$ cat src/sv/rpfa_pkg.sv
`timescale 1ns / 1ps
package rpfa_pkg;

	localparam int ADDR_W     = 32;
	localparam int NUM_PAGES  = 32768;
	localparam int PAGE_BYTES = 4096;
	localparam int PAGE_SHIFT = $clog2(PAGE_BYTES);
	localparam int IDX_W      = $clog2(NUM_PAGES);
	localparam int FP_W       = $clog2(NUM_PAGES + 1);
	localparam int CNT_W      = 8;
	localparam int OP_W       = 3;
	localparam int ST_W       = 3;
	localparam int CFG_IDX_W  = 2;

	// Page numbers (rounded-up addresses shifted down) plus room for sums and borrows.
	localparam int PN_W = ADDR_W - PAGE_SHIFT + 1;
	localparam int UW   = ((PN_W > IDX_W + 1) ? PN_W : IDX_W + 1) + 1;

	localparam logic [UW-1:0]    NUM_PAGES_U = UW'(NUM_PAGES);
	localparam logic [IDX_W-1:0] LAST_IDX    = IDX_W'(NUM_PAGES - 1);
	localparam logic [CNT_W-1:0] CNT_MAX     = '1;

	localparam logic [OP_W-1:0] OP_INIT     = 3'd0;
	localparam logic [OP_W-1:0] OP_ALLOC    = 3'd1;
	localparam logic [OP_W-1:0] OP_FREE     = 3'd2;
	localparam logic [OP_W-1:0] OP_ADD_REF  = 3'd3;
	localparam logic [OP_W-1:0] OP_READ_REF = 3'd4;

	localparam logic [ST_W-1:0] STAT_OK        = 3'd0;
	localparam logic [ST_W-1:0] STAT_OOM       = 3'd1;
	localparam logic [ST_W-1:0] STAT_BAD_ADDR  = 3'd2;
	localparam logic [ST_W-1:0] STAT_ZERO      = 3'd3;
	localparam logic [ST_W-1:0] STAT_SATURATED = 3'd4;

	localparam logic [CFG_IDX_W-1:0] CFG_MEMORY_BASE = 2'd0;
	localparam logic [CFG_IDX_W-1:0] CFG_FIRST_FREE  = 2'd1;
	localparam logic [CFG_IDX_W-1:0] CFG_MEMORY_TOP  = 2'd2;

	typedef struct packed {
		logic [UW-1:0] x;
		logic [UW-1:0] y;
		logic          sub;
		logic          cin;
	} alu_req_t;

	typedef struct packed {
		logic [UW-1:0] sum;
		logic          carry;
	} alu_res_t;

	typedef struct packed {
		logic [ADDR_W-1:0] page_address;
		logic [CNT_W-1:0]  ref_count;
		logic [ST_W-1:0]   status;
	} result_t;

	// Page number of an address rounded up to the next page boundary.
	function automatic alu_req_t ceil_req(input logic [ADDR_W-1:0] a);
		alu_req_t r;
		r.x   = UW'(a[ADDR_W-1:PAGE_SHIFT]);
		r.y   = '0;
		r.sub = 1'b0;
		r.cin = |a[PAGE_SHIFT-1:0];
		return r;
	endfunction

	// Carry out of a subtraction is set when x >= y.
	function automatic alu_req_t sub_req(input logic [UW-1:0] x, input logic [UW-1:0] y);
		alu_req_t r;
		r.x   = x;
		r.y   = y;
		r.sub = 1'b1;
		r.cin = 1'b1;
		return r;
	endfunction

	function automatic alu_req_t add_req(input logic [UW-1:0] x, input logic [UW-1:0] y);
		alu_req_t r;
		r.x   = x;
		r.y   = y;
		r.sub = 1'b0;
		r.cin = 1'b0;
		return r;
	endfunction

	function automatic logic [ADDR_W-1:0] page_addr(input logic [UW-1:0] pn);
		logic [ADDR_W-1:0] a;
		a = {pn[ADDR_W-PAGE_SHIFT-1:0], {PAGE_SHIFT{1'b0}}};
		return a;
	endfunction

endpackage

$ cat src/sv/rpfa_alu.sv
`timescale 1ns / 1ps
module rpfa_alu (
	input  rpfa_pkg::alu_req_t req,
	output rpfa_pkg::alu_res_t res
);

	logic [rpfa_pkg::UW:0] total;

	assign total = {1'b0, req.x} + {1'b0, (req.sub ? ~req.y : req.y)}
		+ {{rpfa_pkg::UW{1'b0}}, req.cin};
	assign res.sum   = total[rpfa_pkg::UW-1:0];
	assign res.carry = total[rpfa_pkg::UW];

endmodule

$ cat config.mk
export PLATFORM = sky130hd
export DESIGN_NAME = rpfa_alu
export DESIGN_NICKNAME = d
export VERILOG_FILES = /design/src/sv/rpfa_pkg.sv /design/src/sv/rpfa_alu.sv
export SDC_FILE = /design/constraint.sdc
export NUM_CORES = 1
export LEC_CHECK = 0
export BUFFER_PORTS_ARGS = -buffer_cell sky130_fd_sc_hd__buf_2
export CORE_MARGIN = 2
export CORE_UTILIZATION = 45
export DETAILED_ROUTE_END_ITERATION = 10
export PLACE_DENSITY = 0.82
export SETUP_SLACK_MARGIN = 0.5
export SLEW_MARGIN = 40
export SYNTH_ARGS = -nofsm -noshare
export SYNTH_HDL_FRONTEND = slang
export SYNTH_SLANG_ARGS = --single-unit
$ cat constraint.sdc
create_clock -name vclk -period 3.3
set_clock_uncertainty 0.2 [all_clocks]
set_input_delay 0.33 -clock vclk [all_inputs]
set_output_delay 0.33 -clock vclk [all_outputs]
set_load 0.005 [all_outputs]
==> metrics.yaml <==
num-clock-buffers: 0
dieWidth_um: 60.8
hold_viol: 0
seq_area_frac_synth_pct: 0
powerDensity_nw_per_um2: 303
ys_warn_count: 0
worstPathRequired_ns: 2.77
path_class: "input pin to primary output"
slowest_stage: "o31a_1"
grt_pass1_wl_um: 6530
maxSlewViolCount: 0
drc: 0
drt_iter0_drc: 95
worst-slew-pin-transition_ns: 0.346
fp-row-count: 20
coreArea_um2: 3050
routed_via_density: 5.72
dr.pass1.iters: 4
finish.utilization_pct: 74.8
syn_inst: 188
crit_chain: "buf_12 -> buf_12 -> xor2_2 -> ha_1 -> buf_4 -> o2111a_2 -> nor3b_2 -> o31a_1 -> o311ai_2 -> xor2_1 -> buf_2"
status: "completed"
critPathLaunchType: "input pin"
rsz0062_at_grt: "yes"
antenna_found_initial: 0
total_power_uw: 692
slowest_delay_ns: 0.37
avgRoutedWirePerCell_um: 15.5
die_height_um: 60.8
ys_types: 46
track_usage_pct: 22.2
seqCellArea_um2: 0
post-route-period-util_pct: 90.7
vias: 1807
path_common_cell: "buf_12"
finalCriticalPeriod_ns: 2.99
drtAntennaViolNets: 0
syn_avg_cell_area_um2: 7.73
final_nets: 343
p_leak_uw: 0.00109
critPathMaxFanout: 6
synth.net_count: 257
dpl.hpwl_um: 3020
hold_buffers: 0
io_pins: 69
grt_max_degree: 11
slew_headroom_pct: 76.7
max_freq_mhz: 334
dieArea_um2: 3700
initial_utilization_pct: 47.6
arrival_ns: 2.46
hp-class: "input pin to primary output"
vdd_drop_max_v: 0.000141
seq_cell_count: 0
portBuffers: 69
syn_to_final_growth_pct: 57.1
grt_pass1_vias: 1548
tns_ns: 0
cp-end-kind: "primary output"
maxCapViolations: 0
overflow: 0
gp_congestion: 0.958
drt-total-wl_um: 4910
holdWs_ns: 0.916
setup_viol: 0
final_layout_size_suffix_gt1_share_pct: 50.7
diodes: 0
synth_area_um2: 1450
[placed cells by master (no fill, tap or decap), drive strengths merged, types with 3 or more instances in the layout]
| cell type | instances |
|---|---|
| a21o | 8 |
| inv | 8 |
| ha | 21 |
| buf | 92 |
| a211oi | 3 |
| o21ai | 12 |
| a21oi | 22 |
| nand3 | 3 |
| nor2 | 8 |
| xnor2 | 12 |
| nand4 | 4 |
| nand2 | 10 |
| xor2 | 27 |
| a31oi | 4 |
[metrics by stage]
step	cells	area (um2)	setup slack, ns
global route	316	2280	0.212
global placement	295	1830	0.197
floorplan	188	1470	0.351
finish	316	2280	0.307
detailed placement	295	1830	0.152
CTS	309	2110	0.313
[kinds of logic (layout without fill, tap and decap cells)]
logic type	count (synthesis)	after routing	synth area share (%)
buffers and inverters	16	100	5.34
xor gates and xnor gates	39	39	23.5
adders and majority gates	23	23	20.8
muxes	1	1	0.689
and+or+nand+nor	41	41	16.2
AOI/OAI and AO/OA	68	68	33.4
[cell type report]
type / instances / area [um2]
multi-input combinational: 172 / 1600
fill: 212 / 771
timing repair buffer: 92 / 596
inverter: 8 / 30.0
tap: 44 / 55.1
[power by group]
part	leakage, uW	switching [uW]	internal [uW]
registers	0	0	0
logic	0.00109	345	347
clock network	0	0	0
total	0.00109	345	347
[cell usage after synthesis (all sizes together) (2+ instances only)]
cell type / count / area share (%)
xor2: 27 / 16
a21oi: 22 / 8.1
ha: 21 / 18
o21ai: 12 / 4.1
xnor2: 12 / 7.2
nand2: 10 / 2.6
a21o: 8 / 4.2
inv: 8 / 2.1
nor2: 8 / 2.1
buf: 5 / 2.5
a31oi: 4 / 1.7
nand4: 4 / 1.7
a211oi: 3 / 2.2
clkbuf: 3 / 0.78
nand3: 3 / 1.0
a211o: 2 / 1.2
and3: 2 / 0.86
fa: 2 / 2.8
nand2b: 2 / 0.86
nand4b: 2 / 1.2
nor2b: 2 / 1.9
nor3: 2 / 0.69
o211ai: 2 / 1.0
o21a: 2 / 1.0
o21bai: 2 / 1.0
o31a: 2 / 1.2
o31ai: 2 / 1.7
or3: 2 / 0.86
[path summary, 6_finish.rpt]
kind / startpoint / cells after the start / slack, ns / to
setup / recovery: req[1] / 11 / 0.31 / res[22]
hold / removal: req[45] / 4 / 0.92 / res[22]
[per-layer routing]
metal / share of wire [%] / wire length (um) / vias to the layer above / track usage, %
met4: 3.3 / 161 / 0 / 4.97
met3: 6.3 / 311 / 20 / 0.426
li1: - / - / 861 / -
met1: 41 / 1990 / 823 / 29.6
met5: 0 / 0 / - / 0
met2: 50 / 2440 / 103 / 39.9
[critical path, delay by kind of cell]
| kind | cells | cell delay, ns |
|---|---|---|
| AOI/OAI and AO/OA | 3 | 0.87 |
| buffers and inverters | 4 | 0.53 |
| adders and majority gates | 1 | 0.35 |
| xor gates and xnor gates | 2 | 0.31 |
| and+or+nand+nor | 1 | 0.07 |
[what timing repair did]
| item | CTS | global route |
|---|---|---|
| setup endpoints to repair | 15 | 15 |
| setup buffers | 12 | 7 |
| gates cloned | 2 | 0 |
| resized for setup | 30 | 22 |
| endpoints found under the hold margin | 0 | 0 |
| pin swaps | 28 | 30 |
(Power assumes the default switching activity.)
